File: src/sv/assert_macros.svh
// ----------------------------------------------------------------------------
// Assertion macros
// Shared concurrent assertion forms, clocked on i_clk, held off during reset.
// ----------------------------------------------------------------------------
`ifndef ASSERT_MACROS_SVH
`define ASSERT_MACROS_SVH

// same-cycle implication
`define ASSERT_IMP(label, ante, cons) \
    label: assert property (@(posedge i_clk) disable iff (!i_rst_n) (ante) |-> (cons)) \
        else $error("assertion failed");

// next-cycle implication
`define ASSERT_NEXT(label, ante, cons) \
    label: assert property (@(posedge i_clk) disable iff (!i_rst_n) (ante) |=> (cons)) \
        else $error("assertion failed");

`endif

File: src/sv/pipt_pkg.sv
// ----------------------------------------------------------------------------
// Point-in-polygon package
// Default sizes, opcodes and the sequencer state type.
// ----------------------------------------------------------------------------
package pipt_pkg;

    localparam int MAX_VERTICES_DEF = 64;
    localparam int COORD_BITS_DEF   = 16;
    localparam int INDEX_BITS       = 6;
    localparam int COUNT_BITS       = 7;

    localparam logic OP_LOAD  = 1'b0;
    localparam logic OP_QUERY = 1'b1;

    typedef enum logic [2:0] {
        S_IDLE,
        S_LOADJ,
        S_MUL1,
        S_MUL2,
        S_FIN,
        S_DONE
    } t_state;

endpackage

File: src/sv/pipt_if.sv
// ----------------------------------------------------------------------------
// Point-in-polygon channels
// Valid/ready channels for input items and for results.
// ----------------------------------------------------------------------------
interface pipt_in_if #(
    parameter int COORD_BITS = pipt_pkg::COORD_BITS_DEF
);
    logic                                 valid;
    logic                                 ready;
    logic                                 opcode;
    logic [pipt_pkg::INDEX_BITS-1:0]      vertex_index;
    logic signed [COORD_BITS-1:0]         x_coord;
    logic signed [COORD_BITS-1:0]         y_coord;

    modport source (output valid, opcode, vertex_index, x_coord, y_coord, input ready);
    modport sink   (input valid, opcode, vertex_index, x_coord, y_coord, output ready);
endinterface

interface pipt_out_if;
    logic                                 valid;
    logic                                 ready;
    logic                                 inside_res;
    logic [pipt_pkg::COUNT_BITS-1:0]      left_crossings;

    modport source (output valid, inside_res, left_crossings, input ready);
    modport sink   (input valid, inside_res, left_crossings, output ready);
endinterface

File: src/sv/point_in_polygon_test_top.sv
// Loads are taken every cycle while idle. A query reads the closing vertex, then
// takes each edge through S_MUL1 and S_MUL2 on the single shared multiplier, which
// forms two cross products per edge, then S_FIN and S_DONE, which loads the result
// register once it holds no untaken result. With the vertex count in use (capped at
// MAX_VERTICES) at zero, a query goes straight to S_DONE. New items wait for S_IDLE.
// Reset: synchronous, active low; clears sequencer, result valid flag and vertex count.
// ----------------------------------------------------------------------------
// Point-in-polygon test top level
// Even-odd ray casting over a vertex store, one edge per two multiplier passes.
// The vertex store is not cleared and is undefined until written.
// ----------------------------------------------------------------------------
`include "assert_macros.svh"

module point_in_polygon_test_top #(
    parameter int MAX_VERTICES = pipt_pkg::MAX_VERTICES_DEF,
    parameter int COORD_BITS   = pipt_pkg::COORD_BITS_DEF
) (
    input  logic                            i_clk,
    input  logic                            i_rst_n,
    input  logic                            i_cfg_we,
    input  logic [pipt_pkg::COUNT_BITS-1:0] i_cfg_wdata,
    pipt_in_if.sink                         i_pnt,
    pipt_out_if.source                      o_res
);
    import pipt_pkg::*;

    localparam int AW = (MAX_VERTICES > 1) ? $clog2(MAX_VERTICES) : 1;
    localparam int CW = $clog2(MAX_VERTICES + 1);
    localparam int DW = COORD_BITS + 1;
    localparam int PW = 2 * DW;
    localparam int VW = 2 * COORD_BITS;

    logic [VW-1:0] mem [MAX_VERTICES];

    t_state                   r_state, n_state;
    logic [COUNT_BITS-1:0]    r_vertex_count;
    logic [VW-1:0]            r_rd_data;
    logic [AW-1:0]            r_idx;
    logic [AW-1:0]            r_last;
    logic [CW-1:0]            r_cnt;
    logic signed [COORD_BITS-1:0] r_px, r_py, r_xi, r_yi, r_xj, r_yj;
    logic signed [PW-1:0]     r_p, r_q;
    logic                     r_strad, r_dypos, r_pend;
    logic                     r_out_valid, r_out_inside;
    logic [COUNT_BITS-1:0]    r_out_left;

    logic                     w_accept, w_load_wr, w_rd_en, w_hit;
    logic [AW-1:0]            w_rd_addr, w_wr_addr;
    logic [31:0]              w_slot32, w_cnt32, w_neff32;
    logic signed [COORD_BITS-1:0] w_rx, w_ry;
    logic signed [DW-1:0]     w_mul_a, w_mul_b;
    logic signed [PW-1:0]     w_prod;
    logic [COUNT_BITS-1:0]    w_sat;

    assign i_pnt.ready      = (r_state == S_IDLE);
    assign w_accept         = i_pnt.valid && i_pnt.ready;
    assign w_slot32         = 32'(i_pnt.vertex_index);
    assign w_wr_addr        = w_slot32[AW-1:0];
    assign w_load_wr        = w_accept && (i_pnt.opcode == OP_LOAD)
                              && (w_slot32 < 32'(MAX_VERTICES));
    assign w_cnt32          = 32'(r_vertex_count);
    assign w_neff32         = (w_cnt32 > 32'(MAX_VERTICES)) ? 32'(MAX_VERTICES) : w_cnt32;
    assign w_rx             = r_rd_data[VW-1:COORD_BITS];
    assign w_ry             = r_rd_data[COORD_BITS-1:0];
    assign w_prod           = w_mul_a * w_mul_b;
    assign w_hit            = r_pend && r_strad && (r_dypos ? (r_p <= r_q) : (r_p >= r_q));
    assign w_sat            = (32'(r_cnt) > 32'd127) ? 7'd127 : COUNT_BITS'(r_cnt);

    assign o_res.valid          = r_out_valid;
    assign o_res.inside_res     = r_out_inside;
    assign o_res.left_crossings = r_out_left;

    // vertex store
    always_ff @(posedge i_clk) begin
        if (w_load_wr) begin
            mem[w_wr_addr] <= {i_pnt.x_coord, i_pnt.y_coord};
        end
        if (w_rd_en) begin
            r_rd_data <= mem[w_rd_addr];
        end
    end

    always_ff @(posedge i_clk) begin
        if (!i_rst_n) begin
            r_state <= S_IDLE;
        end else begin
            r_state <= n_state;
        end
    end

    always_comb begin
        n_state   = r_state;
        w_rd_en   = 1'b0;
        w_rd_addr = '0;
        w_mul_a   = DW'(r_px) - DW'(r_xi);
        w_mul_b   = DW'(r_yi) - DW'(r_yj);
        unique case (r_state)
            S_IDLE: begin
                w_rd_addr = AW'(w_neff32 - 32'd1);
                if (w_accept && (i_pnt.opcode == OP_QUERY)) begin
                    w_rd_en = 1'b1;
                    n_state = (w_neff32 == 32'd0) ? S_DONE : S_LOADJ;
                end
            end
            S_LOADJ: begin
                w_rd_en = 1'b1;
                n_state = S_MUL1;
            end
            S_MUL1: begin
                w_mul_a = DW'(r_py) - DW'(w_ry);
                w_mul_b = DW'(w_rx) - DW'(r_xj);
                n_state = S_MUL2;
            end
            S_MUL2: begin
                w_rd_addr = r_idx + AW'(1);
                w_rd_en   = (r_idx != r_last);
                n_state   = (r_idx != r_last) ? S_MUL1 : S_FIN;
            end
            S_FIN: begin
                n_state = S_DONE;
            end
            S_DONE: begin
                if (!r_out_valid || o_res.ready) begin
                    n_state = S_IDLE;
                end
            end
            default: begin
                n_state = S_IDLE;
            end
        endcase
    end

    // datapath and result register
    always_ff @(posedge i_clk) begin
        if (!i_rst_n) begin
            r_vertex_count <= '0;
            r_out_valid    <= 1'b0;
            r_pend         <= 1'b0;
            r_cnt          <= '0;
            r_idx          <= '0;
        end else begin
            if (i_cfg_we) begin
                r_vertex_count <= i_cfg_wdata;
            end
            r_pend <= (r_state == S_MUL2);
            if (w_hit) begin
                r_cnt <= r_cnt + CW'(1);
            end
            if (o_res.ready && (r_state != S_DONE)) begin
                r_out_valid <= 1'b0;
            end
            unique case (r_state)
                S_IDLE: begin
                    if (w_accept) begin
                        r_px   <= i_pnt.x_coord;
                        r_py   <= i_pnt.y_coord;
                        r_cnt  <= '0;
                        r_idx  <= '0;
                        r_last <= AW'(w_neff32 - 32'd1);
                    end
                end
                S_LOADJ: begin
                    r_xj <= w_rx;
                    r_yj <= w_ry;
                end
                S_MUL1: begin
                    r_xi    <= w_rx;
                    r_yi    <= w_ry;
                    r_p     <= w_prod;
                    r_strad <= ((w_ry < r_py) && (r_yj >= r_py))
                               || ((r_yj < r_py) && (w_ry >= r_py));
                    r_dypos <= (w_ry > r_yj);
                end
                S_MUL2: begin
                    r_q  <= w_prod;
                    r_xj <= r_xi;
                    r_yj <= r_yi;
                    r_idx <= r_idx + AW'(1);
                end
                S_FIN: begin
                end
                S_DONE: begin
                    if (!r_out_valid || o_res.ready) begin
                        r_out_valid  <= 1'b1;
                        r_out_inside <= r_cnt[0];
                        r_out_left   <= w_sat;
                    end
                end
                default: begin
                end
            endcase
        end
    end

    `ASSERT_IMP(a_idx_in_range, (r_state == S_MUL1) || (r_state == S_MUL2), r_idx <= r_last)
    `ASSERT_IMP(a_cnt_bounded, r_state != S_IDLE, 32'(r_cnt) <= 32'(MAX_VERTICES))
    `ASSERT_NEXT(a_mul_pair, r_state == S_MUL1, r_state == S_MUL2)
    `ASSERT_IMP(a_no_pend_at_done, r_state == S_DONE, !r_pend)

endmodule

File: src/flat_wrapper.sv
// flat-port wrapper written by rule: the top's interface ports become plain ports
module point_in_polygon_test_top_flat import pipt_pkg::*;
#(
    parameter int MAX_VERTICES = pipt_pkg::MAX_VERTICES_DEF,
    parameter int COORD_BITS   = pipt_pkg::COORD_BITS_DEF
)
  (i_clk, i_rst_n, i_cfg_we, i_cfg_wdata, i_pnt_valid, i_pnt_opcode, i_pnt_vertex_index, i_pnt_x_coord, i_pnt_y_coord, i_pnt_ready, o_res_valid, o_res_inside_res, o_res_left_crossings, o_res_ready);
  pipt_in_if #(.COORD_BITS(COORD_BITS)) i_pnt_i ();
  pipt_out_if o_res_i ();
  input  logic i_clk;
  input  logic i_rst_n;
  input  logic i_cfg_we;
  input  logic [pipt_pkg::COUNT_BITS-1:0] i_cfg_wdata;
  input wire logic [$bits(i_pnt_i.valid)-1:0] i_pnt_valid;
  input wire logic [$bits(i_pnt_i.opcode)-1:0] i_pnt_opcode;
  input wire logic [$bits(i_pnt_i.vertex_index)-1:0] i_pnt_vertex_index;
  input wire logic [$bits(i_pnt_i.x_coord)-1:0] i_pnt_x_coord;
  input wire logic [$bits(i_pnt_i.y_coord)-1:0] i_pnt_y_coord;
  output wire logic [$bits(i_pnt_i.ready)-1:0] i_pnt_ready;
  output wire logic [$bits(o_res_i.valid)-1:0] o_res_valid;
  output wire logic [$bits(o_res_i.inside_res)-1:0] o_res_inside_res;
  output wire logic [$bits(o_res_i.left_crossings)-1:0] o_res_left_crossings;
  input wire logic [$bits(o_res_i.ready)-1:0] o_res_ready;
  assign i_pnt_i.valid = i_pnt_valid;
  assign i_pnt_i.opcode = i_pnt_opcode;
  assign i_pnt_i.vertex_index = i_pnt_vertex_index;
  assign i_pnt_i.x_coord = i_pnt_x_coord;
  assign i_pnt_i.y_coord = i_pnt_y_coord;
  assign i_pnt_ready = i_pnt_i.ready;
  assign o_res_valid = o_res_i.valid;
  assign o_res_inside_res = o_res_i.inside_res;
  assign o_res_left_crossings = o_res_i.left_crossings;
  assign o_res_i.ready = o_res_ready;
  point_in_polygon_test_top #(.MAX_VERTICES(MAX_VERTICES), .COORD_BITS(COORD_BITS)) u_core (.i_clk(i_clk), .i_rst_n(i_rst_n), .i_cfg_we(i_cfg_we), .i_cfg_wdata(i_cfg_wdata), .i_pnt(i_pnt_i), .o_res(o_res_i));
endmodule
File: config.mk
export PLATFORM = sky130hd
export DESIGN_NAME = point_in_polygon_test_top_flat
export DESIGN_NICKNAME = d
export VERILOG_FILES = /design/src/sv/pipt_pkg.sv /design/src/sv/pipt_if.sv /design/src/sv/point_in_polygon_test_top.sv /design/src/flat_wrapper.sv
export VERILOG_INCLUDE_DIRS = /design/src /design/src/sv
export SDC_FILE = /design/constraint.sdc
export NUM_CORES = 2
export LEC_CHECK = 0
export BUFFER_PORTS_ARGS = -buffer_cell sky130_fd_sc_hd__buf_2
export CAP_MARGIN = 40
export CELL_PAD_IN_SITES_DETAIL_PLACEMENT = 0
export CELL_PAD_IN_SITES_GLOBAL_PLACEMENT = 1
export CORE_AREA = 4 4 547 549
export CTS_CLUSTER_SIZE = 20
export DETAILED_ROUTE_END_ITERATION = 7
export DIE_AREA = 0 0 551 553
export GPL_TIMING_DRIVEN = 0
export PLACE_DENSITY_LB_ADDON = 0.1
export SLEW_MARGIN = 15
export SYNTH_ARGS = -nofsm -noshare
export SYNTH_HDL_FRONTEND = slang
export SYNTH_SLANG_ARGS = --single-unit
export TNS_END_PERCENT = 30
File: constraint.sdc
create_clock -name i_clk -period 14.3 [get_ports i_clk]
set_input_delay 1.43 -clock i_clk [delete_from_list [all_inputs] [get_ports i_clk]]
set_output_delay 1.43 -clock i_clk [all_outputs]
set_load 0.05 [all_outputs]
==> impl_metrics.json <==
{
  "cts-buffers-inserted": 265,
  "cts_tree": "done",
  "final.period_utilization": 0.7302,
  "slew_violations": 0,
  "grt_usage": 0.2039,
  "finalSetupViolCount": 0,
  "hold_path_depth": 0,
  "die_width_um": 551,
  "io_buffers": 56,
  "synth_ff_type": "edfxtp_1",
  "synth.area.top_cells": "edfxtp_1 (66%), mux4_2 (11%), fa_1 (5.9%)",
  "start_util": 0.3488,
  "hold-worst-slack_ns": 0.4821,
  "chipHeight_um": 553,
  "path_common_cell": "fa_1",
  "reg2reg_slack_ns": 3.86,
  "syn_inst": 5769,
  "postLayoutCoreUtil": 0.4089,
  "htreeDepth": 5,
  "synth_top_area_frac": 0.6620,
  "met3_length_um": 12760,
  "syn_to_final_growth_pct": 17.24,
  "met1_length_um": 136600,
  "synth_enable_flop_cells": 2259,
  "ys_seq_elements": 2284,
  "hold_buffers": 0,
  "clock_sinks": 2284,
  "grt_setup_unrepaired": "no",
  "die_area_sq_um": 304700,
  "hold_path.class": "reg2reg",
  "period_needed_ns": 10.44,
  "worstMarginPinSlew_ns": 0.9207,
  "max_freq_mhz": 95.77,
  "cts_setup_buffers": 0,
  "antenna_found_initial": 30,
  "cts.root.buffer_cell": "clkbuf_16",
  "vias_per_cell": 5.196,
  "routed_wl_um": 313500,
  "routed.top_layer": "met4",
  "gp_congestion": 0.8399,
  "ant_nets": 0,
  "ys_top_cells_by_count": "edfxtp_1 (2259), mux4_2 (512), inv_1 (468), nand2_1 (341), fa_1 (301)",
  "yosysTopAreaCell": "edfxtp_1",
  "yosysSeqAreaShare": 0.6669,
  "path_max_fanout": 10,
  "place_hpwl_um": 225400,
  "overflow": 0,
  "max_slew_margin": 0.3818,
  "critical_path_required_ns": 14.83,
  "clk_pin_slew_ns": 0.06,
  "wl_per_cell_um": 30.05,
  "grt_pass1_wl_um": 440500,
  "finalNetCount": 6850,
  "grt_max_degree": 66,
  "ys_types": 90,
  "rr_endpoint": "u_core.r_q[21]",
  "netlist_area_sq_um": 102500,
  "status": "complete, no violations",
  "synthMostInstantiatedCell": "edfxtp_1",
  "dr.pass1.iters": 6,
  "hp-start": "u_core.r_cnt[6]",
  "cp-start-kind": "register",
  "crit_path_end_kind": "register",
  "clockBufferDepth": 4,
  "hold_viol": 0,
  "drive_gt1_frac": 0.2235,
  "reg2reg_depth": 31,
  "ys_warn_count": 0,
  "setup_tns_ns": 0,
  "crit-reg2reg-launch": "u_core.r_rd_data[0]",
  "maxCapViolations": 0,
  "critPathSlowestCell": "xor2_1",
  "crit_arrival_ns": 10.97,
  "row_count": 199,
  "pin_count": 61,
  "core_sq_um": 293800,
  "wl_met2_um": 155100,
  "cts_resized": 0,
  "fin_worst_skew_ns": 0.03644,
  "crit_path_max_incr_delay_ns": 0.73,
  "drcViolationCount": 0,
  "critical_path_class": "reg2reg",
  "async_reset_ff_frac": 0,
  "avgSynthCellArea_sq_um": 17.76,
  "drtIter0Drc": 4472,
  "min_to": "u_core.o_res.left_crossings[6]",
  "vias": 54200,
  "grt_pass1_vias": 56280,
  "syn_nets": 6339,
  "insertion_delay_ns": 0.86
}
registers in the layout, indices dropped and copies added (netlist names):
name and count:
u_core.r_rd_data 32, u_core.mem 2048, u_core.r_xi 16, u_core.r_q 34, u_core.r_pend 1, u_core.r_state 3, u_core.r_last 6, u_core.o_res.left_crossings 7
u_core.r_cnt 7, u_core.r_dypos 1, u_core.r_px 16, u_core.r_yj 16, u_core.o_res.valid 1, u_core.r_py 16, u_core.r_xj 16, u_core.r_yi 16
u_core.r_p 34, u_core.r_vertex_count 7, u_core.r_idx 6, u_core.r_strad 1
cell families (layout without fill, tap and decap cells):
logic type / count (synthesis) / count (layout) / share of synthesized area
and+or+nand+nor: 941 / 941 / 0.04246
xor gates and xnor gates: 93 / 93 / 0.008022
AOI/OAI and AO/OA: 513 / 513 / 0.03513
adders and majority gates: 519 / 519 / 0.08542
muxes: 709 / 709 / 0.1328
buffers and inverters: 710 / 1423 / 0.02931
other: 0 / 30 / 0
DFF: 2284 / 2284 / 0.6669
cells in the final DEF (no fill, tap or decap), types with 110 or more instances in the layout:
master,instances
nor2_1,160
mux2i_1,115
clkbuf_1,143
fa_1,301
inv_1,468
buf_4,110
nand2_1,340
nand3_1,129
buf_2,120
ha_1,218
clkbuf_16,278
mux4_2,512
edfxtp_1,2259
final cells by class:
| type | instances | area [sq um] |
|---|---|---|
| inverters | 468 | 1757 |
| clock buffers | 338 | 7202 |
| clock inverters | 131 | 1064 |
| repair buffers | 244 | 3821 |
| well taps | 3919 | 4903 |
| plain buffers | 242 | 1246 |
| diodes | 30 | 75.07 |
| flip-flops and latches | 2284 | 68340 |
| multi-input cells | 2775 | 31740 |
| fillers | 26590 | 173700 |
worst max path at each step:
stage | start | slack [ns] | end | depth (start not counted)
after global placement | u_core.r_rd_data[0] | 3.56 | u_core.r_q[33] | 32
after detailed placement | u_core.r_rd_data[0] | 3.62 | u_core.r_p[33] | 32
after floorplan | u_core.r_py[0] | 6.17 | u_core.r_p[33] | 33
final | u_core.r_rd_data[0] | 3.86 | u_core.r_q[21] | 31
after CTS | u_core.r_rd_data[0] | 3.57 | u_core.r_q[33] | 32
after global routing | u_core.r_rd_data[0] | 3.05 | u_core.r_q[33] | 32
through the flow:
stage,worst slack [ns],instances,area [sq um]
floorplan,6.166,5769,102500
global placement,3.559,9744,107700
detailed placement,3.615,9921,111600
CTS,3.566,10390,119900
global route,3.050,10420,120100
finish,3.858,10430,120100
worst max-delay path, delay by kind of cell, from the launching register on:
kind	cells	cell delay, ns
flip-flops	1	0.55
AND/OR/NAND/NOR	6	1.47
XOR/XNOR	1	0.73
adder cells (fa/ha/maj)	9	4.05
AO/OA/AOI/OAI	7	2.07
buffers and inverters	7	0.90
multiplexers	1	0.35
routing by layer:
metal  track usage  up-vias
met2        0.3416     1265
met3       0.02337      348
met4       0.05393        0
met1        0.2824    29070
li1              -    23520
met5             0        -
Power is not shown: default switching activity piles up to over one toggle a cycle in this logic, so the estimate is an artifact.
